File: config.mk
export PLATFORM = sky130hd
export DESIGN_NAME = byte_stuffing_frame_receiver_core
export DESIGN_NICKNAME = d
export VERILOG_FILES = /design/src/sv/bsfr_pkg.sv /design/src/sv/bsfr_in_stage.sv /design/src/sv/bsfr_decode.sv /design/src/sv/byte_stuffing_frame_receiver_core.sv
export SDC_FILE = /design/constraint.sdc
export NUM_CORES = 1
export LEC_CHECK = 0
export ABC_CLOCK_PERIOD_IN_PS = 4100
export BUFFER_PORTS_ARGS = -buffer_cell sky130_fd_sc_hd__clkbuf_2
export CORE_MARGIN = 2
export CORE_UTILIZATION = 46
export DETAILED_ROUTE_END_ITERATION = 10
export PLACE_DENSITY = 0.74
export RECOVER_POWER = 25
export SYNTH_ARGS = -nofsm -noshare
export SYNTH_HDL_FRONTEND = slang
export SYNTH_HIERARCHICAL = 1
export SYNTH_SLANG_ARGS = --single-unit
File: constraint.sdc
create_clock -name clk -period 4.1 [get_ports clk]
set_clock_uncertainty 0.15 [all_clocks]
set_input_delay 0.41 -clock clk [delete_from_list [all_inputs] [get_ports clk]]
set_output_delay 0.41 -clock clk [all_outputs]
set_load 0.02 [all_outputs]
File: src/sv/bsfr_pkg.sv
package bsfr_pkg;

    // Framing bytes
    localparam logic [7:0] FLAG_BYTE    = 8'h7E;
    localparam logic [7:0] ESC_BYTE     = 8'h7D;
    localparam logic [7:0] ESC_FOR_ESC  = 8'h01;
    localparam logic [7:0] ESC_FOR_FLAG = 8'h02;

    // Raw length counter
    localparam int          LEN_W         = 11;
    localparam int          LEN_FIELD_MAX = 2047;
    localparam int          MAX_FRAME_LEN_DEF = 1024;

    // Configuration reset value
    localparam logic [7:0] MIN_FRAME_LEN_RST = 8'd15;

    // Result kinds
    typedef enum logic [2:0] {
        KIND_DATA    = 3'd0,
        KIND_GOOD    = 3'd1,
        KIND_BAD_XOR = 3'd2,
        KIND_BAD_ESC = 3'd3,
        KIND_SHORT   = 3'd4
    } kind_t;

    // One decoded result, valid only when has_result is set
    typedef struct packed {
        logic       has_result;
        kind_t      kind;
        logic [7:0] data;
    } result_t;

endpackage

File: src/sv/bsfr_in_stage.sv
module bsfr_in_stage (
    input  logic       clk,
    input  logic       rst_n,
    input  logic       in_valid,
    output logic       in_ready,
    input  logic [7:0] rx_byte,
    input  logic       take,
    output logic       held_valid,
    output logic [7:0] held_byte
);

    logic       valid_reg;
    logic       valid_next;
    logic [7:0] byte_reg;

    // Accept a new item when empty or when the held item moves on this cycle
    assign in_ready   = !valid_reg || take;
    assign valid_next = in_ready ? in_valid : valid_reg;

    always_ff @(posedge clk or negedge rst_n)
    begin
        if (!rst_n)
        begin
            valid_reg <= 1'b0;
        end
        else
        begin
            valid_reg <= valid_next;
        end
    end

    // Payload, no reset needed
    always_ff @(posedge clk)
    begin
        if (in_valid && in_ready)
        begin
            byte_reg <= rx_byte;
        end
    end

    assign held_valid = valid_reg;
    assign held_byte  = byte_reg;

endmodule

File: src/sv/bsfr_decode.sv
module bsfr_decode #(
    parameter int MAX_FRAME_LEN = bsfr_pkg::MAX_FRAME_LEN_DEF
) (
    input  logic               clk,
    input  logic               rst_n,
    input  logic               step,
    input  logic [7:0]         cur_byte,
    input  logic [7:0]         min_frame_len,
    output bsfr_pkg::result_t  res
);

    localparam int LEN_CAP_INT = (MAX_FRAME_LEN < bsfr_pkg::LEN_FIELD_MAX) ?
                                 MAX_FRAME_LEN : bsfr_pkg::LEN_FIELD_MAX;
    localparam logic [bsfr_pkg::LEN_W-1:0] LEN_CAP = bsfr_pkg::LEN_W'(LEN_CAP_INT);
    localparam logic [bsfr_pkg::LEN_W-1:0] LEN_ONE = bsfr_pkg::LEN_W'(1);

    logic                      in_frame_reg,   in_frame_next;
    logic                      esc_pend_reg,   esc_pend_next;
    logic                      esc_err_reg,    esc_err_next;
    logic [7:0]                xor_reg,        xor_next;
    logic [bsfr_pkg::LEN_W-1:0] len_reg,       len_next;
    logic [bsfr_pkg::LEN_W-1:0] len_inc;
    logic                      is_flag;

    // Saturating length count
    assign len_inc = (len_reg < LEN_CAP) ? (len_reg + LEN_ONE) : len_reg;
    assign is_flag = (cur_byte == bsfr_pkg::FLAG_BYTE);

    // Per-byte decode and state update
    always_comb
    begin
        in_frame_next  = in_frame_reg;
        esc_pend_next  = esc_pend_reg;
        esc_err_next   = esc_err_reg;
        xor_next       = xor_reg;
        len_next       = len_reg;
        res.has_result = 1'b0;
        res.kind       = bsfr_pkg::KIND_DATA;
        res.data       = 8'h00;

        if (!in_frame_reg)
        begin
            // hunting: only a delimiter matters
            if (is_flag)
            begin
                in_frame_next = 1'b1;
                esc_pend_next = 1'b0;
                esc_err_next  = 1'b0;
                xor_next      = 8'h00;
                len_next      = LEN_ONE;
            end
        end
        else if (is_flag)
        begin
            // closing delimiter
            res.has_result = 1'b1;
            if (len_inc < {3'b000, min_frame_len})
            begin
                res.kind      = bsfr_pkg::KIND_SHORT;
                in_frame_next = 1'b1;
                len_next      = LEN_ONE;
            end
            else
            begin
                if (esc_err_reg || esc_pend_reg)
                begin
                    res.kind = bsfr_pkg::KIND_BAD_ESC;
                end
                else if (xor_reg != 8'h00)
                begin
                    res.kind = bsfr_pkg::KIND_BAD_XOR;
                end
                else
                begin
                    res.kind = bsfr_pkg::KIND_GOOD;
                end
                in_frame_next = 1'b0;
                len_next      = '0;
            end
            esc_pend_next = 1'b0;
            esc_err_next  = 1'b0;
            xor_next      = 8'h00;
        end
        else
        begin
            len_next = len_inc;
            if (esc_pend_reg)
            begin
                // second byte of an escape pair
                esc_pend_next = 1'b0;
                if (cur_byte == bsfr_pkg::ESC_FOR_ESC)
                begin
                    res.has_result = 1'b1;
                    res.data       = bsfr_pkg::ESC_BYTE;
                    xor_next       = xor_reg ^ bsfr_pkg::ESC_BYTE;
                end
                else if (cur_byte == bsfr_pkg::ESC_FOR_FLAG)
                begin
                    res.has_result = 1'b1;
                    res.data       = bsfr_pkg::FLAG_BYTE;
                    xor_next       = xor_reg ^ bsfr_pkg::FLAG_BYTE;
                end
                else
                begin
                    esc_err_next = 1'b1;
                end
            end
            else if (cur_byte == bsfr_pkg::ESC_BYTE)
            begin
                esc_pend_next = 1'b1;
            end
            else
            begin
                res.has_result = 1'b1;
                res.data       = cur_byte;
                xor_next       = xor_reg ^ cur_byte;
            end
        end
    end

    // Frame state
    always_ff @(posedge clk or negedge rst_n)
    begin
        if (!rst_n)
        begin
            in_frame_reg <= 1'b0;
            esc_pend_reg <= 1'b0;
            esc_err_reg  <= 1'b0;
            xor_reg      <= 8'h00;
            len_reg      <= '0;
        end
        else if (step)
        begin
            in_frame_reg <= in_frame_next;
            esc_pend_reg <= esc_pend_next;
            esc_err_reg  <= esc_err_next;
            xor_reg      <= xor_next;
            len_reg      <= len_next;
        end
    end

endmodule

File: src/sv/byte_stuffing_frame_receiver_core.sv
// out_valid rises when the result of the held input item is registered.
// Throughput: one item per cycle while the output is not stalled; the
// per-byte decode sits between the input register and the output register.
// Bytes giving no result (hunting, escape marks) pass a stalled output.
// Reset (rst_n, async, active low) returns to hunting, empties both
// registers and sets min_frame_len to 15.
module byte_stuffing_frame_receiver_core #(
    parameter int MAX_FRAME_LEN = bsfr_pkg::MAX_FRAME_LEN_DEF
) (
    input  logic       clk,
    input  logic       rst_n,
    input  logic       cfg_wr_en,
    input  logic [7:0] cfg_wr_data,
    input  logic       in_valid,
    output logic       in_ready,
    input  logic [7:0] rx_byte,
    output logic       out_valid,
    input  logic       out_ready,
    output logic [2:0] out_kind,
    output logic [7:0] out_byte
);

    logic              held_valid;
    logic [7:0]        held_byte;
    logic              step;
    bsfr_pkg::result_t res;

    logic [7:0] min_len_reg;
    logic       out_valid_reg, out_valid_next;
    logic [2:0] out_kind_reg;
    logic [7:0] out_byte_reg;

    // Configuration register
    always_ff @(posedge clk or negedge rst_n)
    begin
        if (!rst_n)
        begin
            min_len_reg <= bsfr_pkg::MIN_FRAME_LEN_RST;
        end
        else if (cfg_wr_en)
        begin
            min_len_reg <= cfg_wr_data;
        end
    end

    bsfr_in_stage u_in_stage (
        .clk        (clk),
        .rst_n      (rst_n),
        .in_valid   (in_valid),
        .in_ready   (in_ready),
        .rx_byte    (rx_byte),
        .take       (step),
        .held_valid (held_valid),
        .held_byte  (held_byte)
    );

    bsfr_decode #(
        .MAX_FRAME_LEN (MAX_FRAME_LEN)
    ) u_decode (
        .clk           (clk),
        .rst_n         (rst_n),
        .step          (step),
        .cur_byte      (held_byte),
        .min_frame_len (min_len_reg),
        .res           (res)
    );

    // Held item moves on when its result has room, or it gives none
    assign step = held_valid && (!res.has_result || !out_valid_reg || out_ready);

    always_comb
    begin
        if (step && res.has_result)
        begin
            out_valid_next = 1'b1;
        end
        else if (out_ready)
        begin
            out_valid_next = 1'b0;
        end
        else
        begin
            out_valid_next = out_valid_reg;
        end
    end

    // Output register
    always_ff @(posedge clk or negedge rst_n)
    begin
        if (!rst_n)
        begin
            out_valid_reg <= 1'b0;
        end
        else
        begin
            out_valid_reg <= out_valid_next;
        end
    end

    always_ff @(posedge clk)
    begin
        if (step && res.has_result)
        begin
            out_kind_reg <= res.kind;
            out_byte_reg <= res.data;
        end
    end

    assign out_valid = out_valid_reg;
    assign out_kind  = out_kind_reg;
    assign out_byte  = out_byte_reg;

endmodule
**Word level (Yosys, flattened, before mapping)**

Index checks and enable logic that the tools add are counted.

- Muxes and demuxes: 43
- Eq/ne operators: 13
- Reduce and logical (&&, ||, !) cells: 23
- Add/sub/neg operators: 1
- $lt $le $gt $ge: 2
- Bitwise operators: 5

Operators with widths:

| kind | number |
|---|---|
| $mux 8 | 10 |
| $mux 11 | 4 |
| $mux 1 | 22 |
| $eq 8x7->1 const B | 2 |
| $mux 7 | 2 |
| $mux 12 | 1 |
| $not 6->6 | 2 |
| $reduce_and 4->1 | 3 |
| $add 11x1->11 const B | 1 |
| $lt 11x11->1 const B | 1 |
| $lt 11x8->1 | 1 |
| $reduce_and 5->1 | 2 |
| $ne 3x3->1 const B | 3 |
| $eq 8x1->1 const B | 1 |
| $eq 8x2->1 const B | 1 |
| $reduce_bool 8->1 | 1 |
| $xor 8x8->8 | 1 |
| $mux 3 | 2 |
| $ne 2x1->1 const B | 3 |
| $reduce_bool 2->1 | 3 |
| $logic_or 1x1->1 | 4 |
| $mux 2 | 2 |
| $ne 4x4->1 const B | 1 |
| $reduce_and 2->1 | 2 |
| other kinds (7) | 12 |

- Word-level logic and storage cells: 102
- Flip-flop bits (word level): 51
- Output and inout port bits: 13

**Logic depth before layout (Yosys ltp)**

Gate-level depths: netlist of the first run.

- Depth in word-level cells: 12
- Gate-level depth with buffers: 11
- Depth with buffers taken out: 10

**Cells and area by module**

The synthesis of the first run kept the hierarchy.

Modules (own cells, without submodules):

| module | seq. area each (µm²) | cells each | times used | area each (µm²) |
|---|---|---|---|---|
| bsfr_decode | 550.5 | 222 | 1 | 1761.7 |
| byte_stuffing_frame_receiver_core | 560.5 | 34 | 1 | 719.4 |
| bsfr_in_stage | 265.3 | 12 | 1 | 294.0 |

**Worst setup path after synthesis of the first run**

OpenSTA, ideal clock, no wires.

- Path type: flip-flop to flip-flop
- From: register u_in_stage.byte_reg[5] (netlist: u_in_stage/held_byte[5])
- To: register u_decode.xor_reg[2]
- Setup time: 0.125 ns
- Stages on the path, launching flop included: 10
- Arrival: 2.526 ns
- Clock period less this slack: 2.800 ns
- Data required time: 3.825 ns
- Slack: 1.300 ns
- Cells stage by stage: edfxtp_1 > and4_1 > a22oi_1 > o21ai_0 > o211a_1 > a21boi_0 > clkinv_1 > a221o_1 > nor3_1 > mux2_2

RTL lines:

| item | RTL line | source |
|---|---|---|
| start, declared | bsfr_in_stage.sv:14 | `logic [7:0] byte_reg;` |
| start signal, assigned | bsfr_in_stage.sv:37 | `byte_reg <= rx_byte;` |
| end signal, assigned | bsfr_decode.sv:137 | `xor_reg <= xor_next;` |
| end, declared | bsfr_decode.sv:20 | `logic [7:0] xor_reg, xor_next;` |

==> results_tabular.tex, run 1 <==
\begin{tabular}{lr}
\hline
Metric & Value \\
\hline
\multicolumn{2}{l}{\textbf{Status}} \\
Status & complete, but fails checks \\
Violations in the final reports & capacitance limit, slew limit \\
\multicolumn{2}{l}{\textbf{Clock network}} \\
Clock latency on the worst-skew pair & roughly 0.31 ns \\
Clock Tree Root & sky130\_fd\_sc\_hd\_\_clkbuf\_8 \\
Maximum clock path buffer count & 2 \\
Total of cells resized after clock tree synthesis & 0 \\
Clock input transition at the sequential cells of the worst setup and hold paths & 0.09 ns \\
Hold\_buf cts & 0 \\
TritonCTS sink count & about 50 \\
Post-CTS setup buffers & 0 \\
Cts bufs inserted & 5 \\
Clock tree from TritonCTS & built \\
Number of H-tree branching levels & 2 \\
\multicolumn{2}{l}{\textbf{STA}} \\
Number of hold-slack violations in the final timing report & 0 \\
Hold Worst Slack & between 0.1 and 0.15 ns \\
Final critical-path setup slack & between 0.8 and 0.9 ns \\
Setup TNS & 0 ns \\
Final setup viols & 0 \\
Fmax achieved & around 0.30 GHz \\
Transition time at the pin with the least slew margin & roughly 1.7 ns \\
Final critical-path share of the clock period & around four fifths \\
Final Max Tran Viols & 33 \\
Final critical delay including setup and external delays & 3.29 ns \\
Worst slew margin & -14.8\% \\
Setup repair after global routing missed its margin & false \\
\multicolumn{2}{l}{\textbf{Job}} \\
Number of max-cap violations & 1 \\
\multicolumn{2}{l}{\textbf{Place}} \\
Input/output buffers & 33 \\
Post-detailed-placement half-perimeter wirelength & just over 4000 um \\
Post-Place Cells & 366 \\
Final estimated routing congestion in global placement & just over 0.9 \\
Minimum setup slack after placement & between 0.9 and 1 ns \\
\multicolumn{2}{l}{\textbf{Final layout}} \\
Fraction of final layout cells with drive strength greater than 1 & between 10\% and 20\% \\
Net count, final & between 300 and 400 \\
Synth-to-layout area growth & 10.5\% \\
\# diodes & 0 \\
Flip-flop count of the largest register after layout & 11 \\
Commonest cells after routing, fill and taps aside & sky130\_fd\_sc\_hd\_\_clkbuf\_2 (31), sky130\_fd\_sc\_hd\_\_nor2\_1 (30), sky130\_fd\_sc\_hd\_\_dfrtp\_1 (28) \\
Non-filler instance count after layout & approximately 370 \\
Most common cell after layout, fill and taps aside & sky130\_fd\_sc\_hd\_\_clkbuf\_2 \\
Total area of multi-input combinational cells & around 1300 um\^{}2 \\
Storage element area & between 1000 and 1500 um\^{}2 \\
Fillcell total & 536 \\
\multicolumn{2}{l}{\textbf{Global routing}} \\
Antenna violations before repair & 0 \\
Global-route wire length before repair & just over 9000 um \\
Grt ovf & 0 \\
Aggregate global-route resource usage & $\sim$18\% \\
Via count of the first global-routing pass & about 2.0k \\
Largest net degree at the start of global routing & 33 \\
\multicolumn{2}{l}{\textbf{Floorplan}} \\
Initial core utilization & a little under half \\
Number of top-level pins & 34 \\
Die Height & approximately 82 um \\
Number of rows in the core area & 28 \\
Horiz. Die Dim & 81.7 um \\
Area of the placeable core & 5890 um\^{}2 \\
Overall die area & between 6000 and 7000 um\^{}2 \\
\multicolumn{2}{l}{\textbf{Synth}} \\
Number of synthesized flops with an enable pin & 19 \\
\#FFs+latches synth & between 50 and 60 \\
Netlist area before placement & about 2800 um\^{}2 \\
Gate count of the mapped netlist & roughly 270 \\
Total nets after synthesis & around 300 \\
Synth Warn \# & 6 \\
Async S/R FF share, synth & approximately 63\% \\
Most frequently used flop master after synthesis & sky130\_fd\_sc\_hd\_\_dfrtp\_1 \\
Sequential cell area fraction in the yosys report & between 40 and 50\% \\
Post-synthesis average cell area & between 10 and 15 um\^{}2 \\
Unique masters post-synth & 54 \\
\multicolumn{2}{l}{\textbf{Route}} \\
Drt via density & about 6 \\
Total wire length after detailed routing & 5640 um \\
Initial DRC count & about 250 \\
Wire length per cell after detailed routing & between 15 and 20 um \\
Antenna violation net count after detailed routing & 0 \\
Total number of vias & 2214 \\
Detailed-router iteration count before antenna repair & 4 \\
DRC Markers & 0 \\
\multicolumn{2}{l}{\textbf{Critical path}} \\
Data required, critical path & 3.54 ns \\
Longest individual stage delay on the worst path & roughly 0.53 ns \\
Series of cell instances along the critical path & nor4\_1 -> nand2\_1 -> o21a\_1 -> o21ai\_0 -> o211a\_1 -> a21boi\_0 -> buf\_4 -> nand2b\_4 -> clkbuf\_2 \\
Endpoint kind of the worst setup timing path & output pin \\
Crit Path Class & reg -> out \\
Crit-path slowest cell & sky130\_fd\_sc\_hd\_\_nor4\_1 \\
Startpoint class of the critical path & flop \\
Critical path arrival & $\sim$2.7 ns \\
Family of cells with the greatest summed delay on the critical path & simple AND/OR/NAND/NOR gates \\
Critical path buffer and inverter count & 2 \\
Critical path fanouts, max & 11 \\
\multicolumn{2}{l}{\textbf{Power and ir drop}} \\
Total leakage power & 1.30 nW \\
Total design power & 1.42 mW \\
Worst ir drop on vdd & 0.182 mV \\
Power per Cell Area & 463 nW/um\^{}2 \\
\multicolumn{2}{l}{\textbf{Worst hold path}} \\
Hold/Removal Path Class & in -> reg \\
\hline
\end{tabular}
-- worst register-to-register path: cells and delay by family (launching register included) --
kind | cells | cell delay, ns
and+or+nand+nor | 4 | 0.95
AOI/OAI and AO/OA | 3 | 0.84
DFF | 1 | 0.50
adders and majority gates | 1 | 0.28
xor gates and xnor gates | 1 | 0.19
-- synthesized netlist by cell type (2+ instances only) --
library cell	n	share of area, %
sky130_fd_sc_hd__nor2b_1	4	0.90
sky130_fd_sc_hd__dfrtp_1	28	25
sky130_fd_sc_hd__a22o_1	3	0.95
sky130_fd_sc_hd__buf_6	2	0.81
sky130_fd_sc_hd__or3_1	3	0.68
sky130_fd_sc_hd__dfstp_2	4	3.8
sky130_fd_sc_hd__o21ai_0	21	3.8
sky130_fd_sc_hd__clkinv_1	2	0.27
sky130_fd_sc_hd__a2111oi_0	3	0.95
sky130_fd_sc_hd__clkbuf_1	9	1.2
sky130_fd_sc_hd__a41oi_1	2	0.63
sky130_fd_sc_hd__a31o_2	2	0.63
sky130_fd_sc_hd__nand2b_1	5	1.1
sky130_fd_sc_hd__nand3_1	3	0.54
sky130_fd_sc_hd__nor2_1	30	4.1
sky130_fd_sc_hd__mux2_2	5	2.0
sky130_fd_sc_hd__inv_1	12	1.6
sky130_fd_sc_hd__mux2_4	8	4.3
sky130_fd_sc_hd__ha_1	8	3.6
sky130_fd_sc_hd__o22ai_1	2	0.45
sky130_fd_sc_hd__nand2_1	15	2.0
sky130_fd_sc_hd__nor4_1	4	0.90
sky130_fd_sc_hd__and4_1	3	0.95
sky130_fd_sc_hd__o211ai_1	2	0.54
sky130_fd_sc_hd__xnor2_1	4	1.3
sky130_fd_sc_hd__nand4_1	3	0.68
sky130_fd_sc_hd__a31oi_1	6	1.4
sky130_fd_sc_hd__o21a_1	2	0.54
sky130_fd_sc_hd__a22oi_1	2	0.54
sky130_fd_sc_hd__edfxtp_1	19	21
sky130_fd_sc_hd__a211oi_1	2	0.54
sky130_fd_sc_hd__nor3_1	11	2.0
sky130_fd_sc_hd__and3_1	6	1.4
sky130_fd_sc_hd__xor2_1	3	0.95
sky130_fd_sc_hd__a21oi_1	11	2.0
-- final cells by class --
| class | instances | share of cell area, % |
|---|---|---|
| flip-flops and latches | 51 | 44.9 |
| multi-input cells | 191 | 41.1 |
| repair buffers | 35 | 5.80 |
| well taps | 75 | 3.06 |
| clock buffers | 7 | 2.49 |
| inverters | 14 | 1.71 |
| clock inverters | 1 | 0.980 |
-- cells by family after synthesis --
kind of cell    share of synthesized area, %
xor+xnor                                2.21
buf+inv                                 4.10
mux                                     6.72
fa+ha+maj                               3.61
simple gates                            17.7
compound gates                          16.1
flops                                   49.6
-- worst paths after layout --
| check | start | endpoint | slack [ns] | cells past startpoint |
|---|---|---|---|---|
| max in group asynchronous | rst_n | u_decode/len_reg[10] | 2.42 | 1 |
| min in group asynchronous | rst_n | u_in_stage/held_valid | 0.40 | 1 |
| worst max register to register | u_decode/len_reg[10] | out_kind[0] | 0.94 | 9 |
| worst min register to register | min_len_reg[5] | min_len_reg[5] | 0.35 | 1 |
| worst min-delay path | rx_byte[7] | u_in_stage/held_byte[7] | 0.12 | 1 |
| worst max-delay path | u_in_stage/held_byte[2] | in_ready | 0.81 | 9 |
-- per-stage QoR --
stage | area [um^2] | utilization (%)
global route | 3070 | 52.1
floorplan | 2780 | -
finish | 3070 | 52.1
global placement | 2990 | 50.8
detailed placement | 2990 | 50.8
CTS | 3090 | 52.6
-- report_power, final --
group	switching, mW	total, mW	internal (mW)
Clock	0.165	0.348	0.183
Sequential	0.0979	0.714	0.616
Combinational	0.193	0.356	0.163
-- routing by layer --
metal	up-vias	share of wire (%)	global-route usage, %
met1	1070	47	27.0
met5	-	0	0
met2	88	45	26.7
met4	0	1.3	5.83
met3	5	6.6	4.18
li1	1051	-	-
No activity file was read; power rests on OpenSTA's default activity.
==> inputs of run 2 (changes only) <==
--- a/config.mk
+++ b/config.mk
@@ -5,7 +5,7 @@
 export SDC_FILE = /design/constraint.sdc
 export NUM_CORES = 1
 export LEC_CHECK = 0
-export ABC_CLOCK_PERIOD_IN_PS = 4100
+export ABC_CLOCK_PERIOD_IN_PS = 3100
 export BUFFER_PORTS_ARGS = -buffer_cell sky130_fd_sc_hd__clkbuf_2
 export CORE_MARGIN = 2
 export CORE_UTILIZATION = 46
==> constraint.sdc (replaced) <==
create_clock -name clk -period 3.1 [get_ports clk]
set_clock_uncertainty 0.15 [all_clocks]
set_input_delay 0.31 -clock clk [delete_from_list [all_inputs] [get_ports clk]]
set_output_delay 0.31 -clock clk [all_outputs]
set_load 0.02 [all_outputs]
==> run 2 against run 1 <==
The run still ends with capacitance limit, slew limit left; sequential power is 30% higher; setup slack worse by 0.75 ns; first-iteration DRC count is 36% lower; utilization is 1.3 points higher; die area stayed put; worst hold slack worse by 0.092 ns; final area is 2.6% higher; critical path depth stayed put; critical path type is now reg -> reg; largest power group unchanged.
==> results_tabular.tex, run 2 (synthesis gave the netlist of run 1 again) <==
\begin{tabular}{lr}
\hline
Metric & Value \\
\hline
\multicolumn{2}{l}{\textbf{Floorplan}} \\
Number of top-level pins & 34 \\
Initial core utilization & between 40\% and 50\% \\
Horiz. Die Dim & 81.7 um \\
Die Height & 81.7 um \\
Overall die area & between 6000 and 7000 um\^{}2 \\
Number of rows in the core area & 28 \\
Area of the placeable core & about 5900 um\^{}2 \\
\multicolumn{2}{l}{\textbf{Power and ir drop}} \\
Net switching power & $\sim$620 uW \\
Sequential Power Share & between 40\% and 50\% \\
Clock group share of total power & between 20\% and 30\% \\
Share of total power consumed by net switching & between 30\% and 40\% \\
Internal Pwr Total & between 1 and 1.5 mW \\
Worst ir drop on vdd & roughly 0.24 mV \\
Power per Cell Area & between 500 and 600 nW/um\^{}2 \\
Total leakage power & 1.32 nW \\
Power share of the combinational group & between 20\% and 30\% \\
\multicolumn{2}{l}{\textbf{Final layout}} \\
Commonest cells after routing, fill and taps aside & sky130\_fd\_sc\_hd\_\_nor2\_1 (29), sky130\_fd\_sc\_hd\_\_dfrtp\_1 (27), sky130\_fd\_sc\_hd\_\_clkbuf\_2 (22) \\
Most common cell after layout, fill and taps aside & sky130\_fd\_sc\_hd\_\_nor2\_1 \\
\# diodes & 0 \\
Final Instance Area & between 3000 and 4000 um\^{}2 \\
Net count, final & 336 \\
Synth-to-layout area growth & 13.3\% \\
Fillcell total & between 500 and 600 \\
Flip-flop count of the largest register after layout & 11 \\
Final core utilization & 53.4\% \\
Fraction of final layout cells with drive strength greater than 1 & a little under a fifth \\
\multicolumn{2}{l}{\textbf{Clock network}} \\
TritonCTS sink count & slightly above 50 \\
Clock tree from TritonCTS & built \\
Clock latency on the worst-skew pair & 0.31 ns \\
Clock Tree Root & sky130\_fd\_sc\_hd\_\_clkbuf\_8 \\
Maximum clock path buffer count & 2 \\
Post-CTS setup buffers & 0 \\
Cts bufs inserted & 5 \\
Clock input transition at the sequential cells of the worst setup and hold paths & $\sim$0.090 ns \\
Number of H-tree branching levels & 2 \\
\multicolumn{2}{l}{\textbf{Place}} \\
Placement Cell Area & 3050 um\^{}2 \\
Final estimated routing congestion in global placement & just under 0.9 \\
Post-detailed-placement half-perimeter wirelength & roughly 4300 um \\
Input/output buffers & 33 \\
\multicolumn{2}{l}{\textbf{Route}} \\
Total number of vias & 2233 \\
Detailed-router iteration count before antenna repair & 4 \\
Initial DRC count & 157 \\
Drt via density & $\sim$6 \\
DRC Markers & 0 \\
Wire length per cell after detailed routing & 15.5 um \\
Antenna violation net count after detailed routing & 0 \\
Total wire length after detailed routing & 5950 um \\
\multicolumn{2}{l}{\textbf{Global routing}} \\
Largest net degree at the start of global routing & 33 \\
Grt ovf & 0 \\
Global-route wire length before repair & between 10000 and 15000 um \\
Aggregate global-route resource usage & 20.1\% \\
Antenna violations before repair & 0 \\
Via count of the first global-routing pass & 2070 \\
\multicolumn{2}{l}{\textbf{STA}} \\
Fmax achieved & about 0.33 GHz \\
Final critical-path share of the clock period & between 90\% and 100\% \\
Transition time at the pin with the least slew margin & 1.75 ns \\
Setup repair after global routing missed its margin & true \\
Worst slew margin & -16.5\% \\
Final Max Tran Viols & 33 \\
Final setup viols & 0 \\
Final critical delay including setup and external delays & a little over 3 ns \\
Number of hold-slack violations in the final timing report & 0 \\
\multicolumn{2}{l}{\textbf{Critical path}} \\
Data required, critical path & about 3.2 ns \\
Family of cells with the greatest summed delay on the critical path & compound AO/OA/AOI/OAI gates \\
Endpoint kind of the worst setup timing path & flop \\
Crit Path Class & reg -> reg \\
Critical path arrival & between 3 and 4 ns \\
Crit-path slowest cell & sky130\_fd\_sc\_hd\_\_edfxtp\_1 \\
Flop2flop setup slack & 0.06 ns \\
Startpoint class of the critical path & flop \\
Critical path fanouts, max & 7 \\
Longest individual stage delay on the worst path & between 0.4 and 0.5 ns \\
Critical path buffer and inverter count & 1 \\
Series of cell instances along the critical path & and4\_1 -> a22oi\_1 -> o21ai\_0 -> o211a\_1 -> a21boi\_0 -> clkinv\_1 -> a221o\_1 -> nor3\_1 -> mux2\_2 \\
\multicolumn{2}{l}{\textbf{Worst hold path}} \\
Hold/Removal Path Class & in -> reg \\
\multicolumn{2}{l}{\textbf{Status}} \\
Violations in the final reports & capacitance limit, slew limit \\
Status & complete, but fails checks \\
\multicolumn{2}{l}{\textbf{Job}} \\
Number of max-cap violations & 1 \\
\hline
\end{tabular}
-- run 2: through the flow --
stage                     hold WS (ns)  power, mW  cells  TNS (ns)  setup WS, ns
after global placement           0.280       1.43    374         0         0.246
after floorplan                 -0.136       1.30    268         0         0.300
after CTS                       0.0216       1.89    383         0        0.0655
final                           0.0302       1.88    383         0        0.0629
after detailed placement         0.290       1.46    374         0         0.126
after global routing            0.0175       2.01    383    -0.241       -0.0521
-- run 2: routing by layer --
metal	up-vias	track usage [%]	share of wire (%)
met5	-	0	0
met4	0	6.50	1.3
met3	6	3.52	5.9
met2	77	30.2	46
met1	1081	29.6	47
li1	1069	-	-
-- run 2: layout make-up --
type | count | area (um^2) | share of cell area, %
multi-input cells | 191 | 1280 | 40.7
clock buffers | 7 | 97.6 | 3.10
repair buffers | 44 | 236 | 7.52
well taps | 75 | 93.8 | 2.98
flip-flops and latches | 51 | 1380 | 43.8
clock inverters | 1 | 7.51 | 0.239
inverters | 14 | 52.6 | 1.67
-- run 2: timing repair --
item / 4_1_cts / 5_1_grt
endpoints found under the setup margin: 0 / 8
hold buffers: 1 / 0
resized for setup: 0 / 8
hold endpoints to repair: 28 / 0
-- run 2: path summary, 6_finish.rpt --
kind | start | to | depth (start not counted)
max | u_in_stage/held_byte[5] | u_decode/xor_reg[4] | 9
min | rx_byte[7] | u_in_stage/held_byte[7] | 1
max reg2reg | u_in_stage/held_byte[5] | u_decode/xor_reg[4] | 9
min reg2reg | min_len_reg[5] | min_len_reg[5] | 1
max in group asynchronous | rst_n | u_decode/len_reg[2] | 2
min in group asynchronous | rst_n | u_decode/len_reg[8] | 2
-- run 2: power by group through the flow --
| stage | clock network, mW | registers, mW | logic, mW |
|---|---|---|---|
| 3_3_place_gp | 0 | 0.931 | 0.501 |
| 5_1_grt | 0.464 | 0.943 | 0.606 |
| 3_5_place_dp | 0 | 0.938 | 0.519 |
| 6_report | 0.426 | 0.928 | 0.530 |
| 4_1_cts | 0.434 | 0.925 | 0.527 |
| 2_1_floorplan | 0 | 0.904 | 0.395 |
-- run 2: worst register-to-register path: cells and delay by family, from the launching register on --
family,cells,cell delay [ns]
flops,1,0.45
compound gates,5,1.24
mux,1,0.37
buf+inv,1,0.16
simple gates,2,0.56
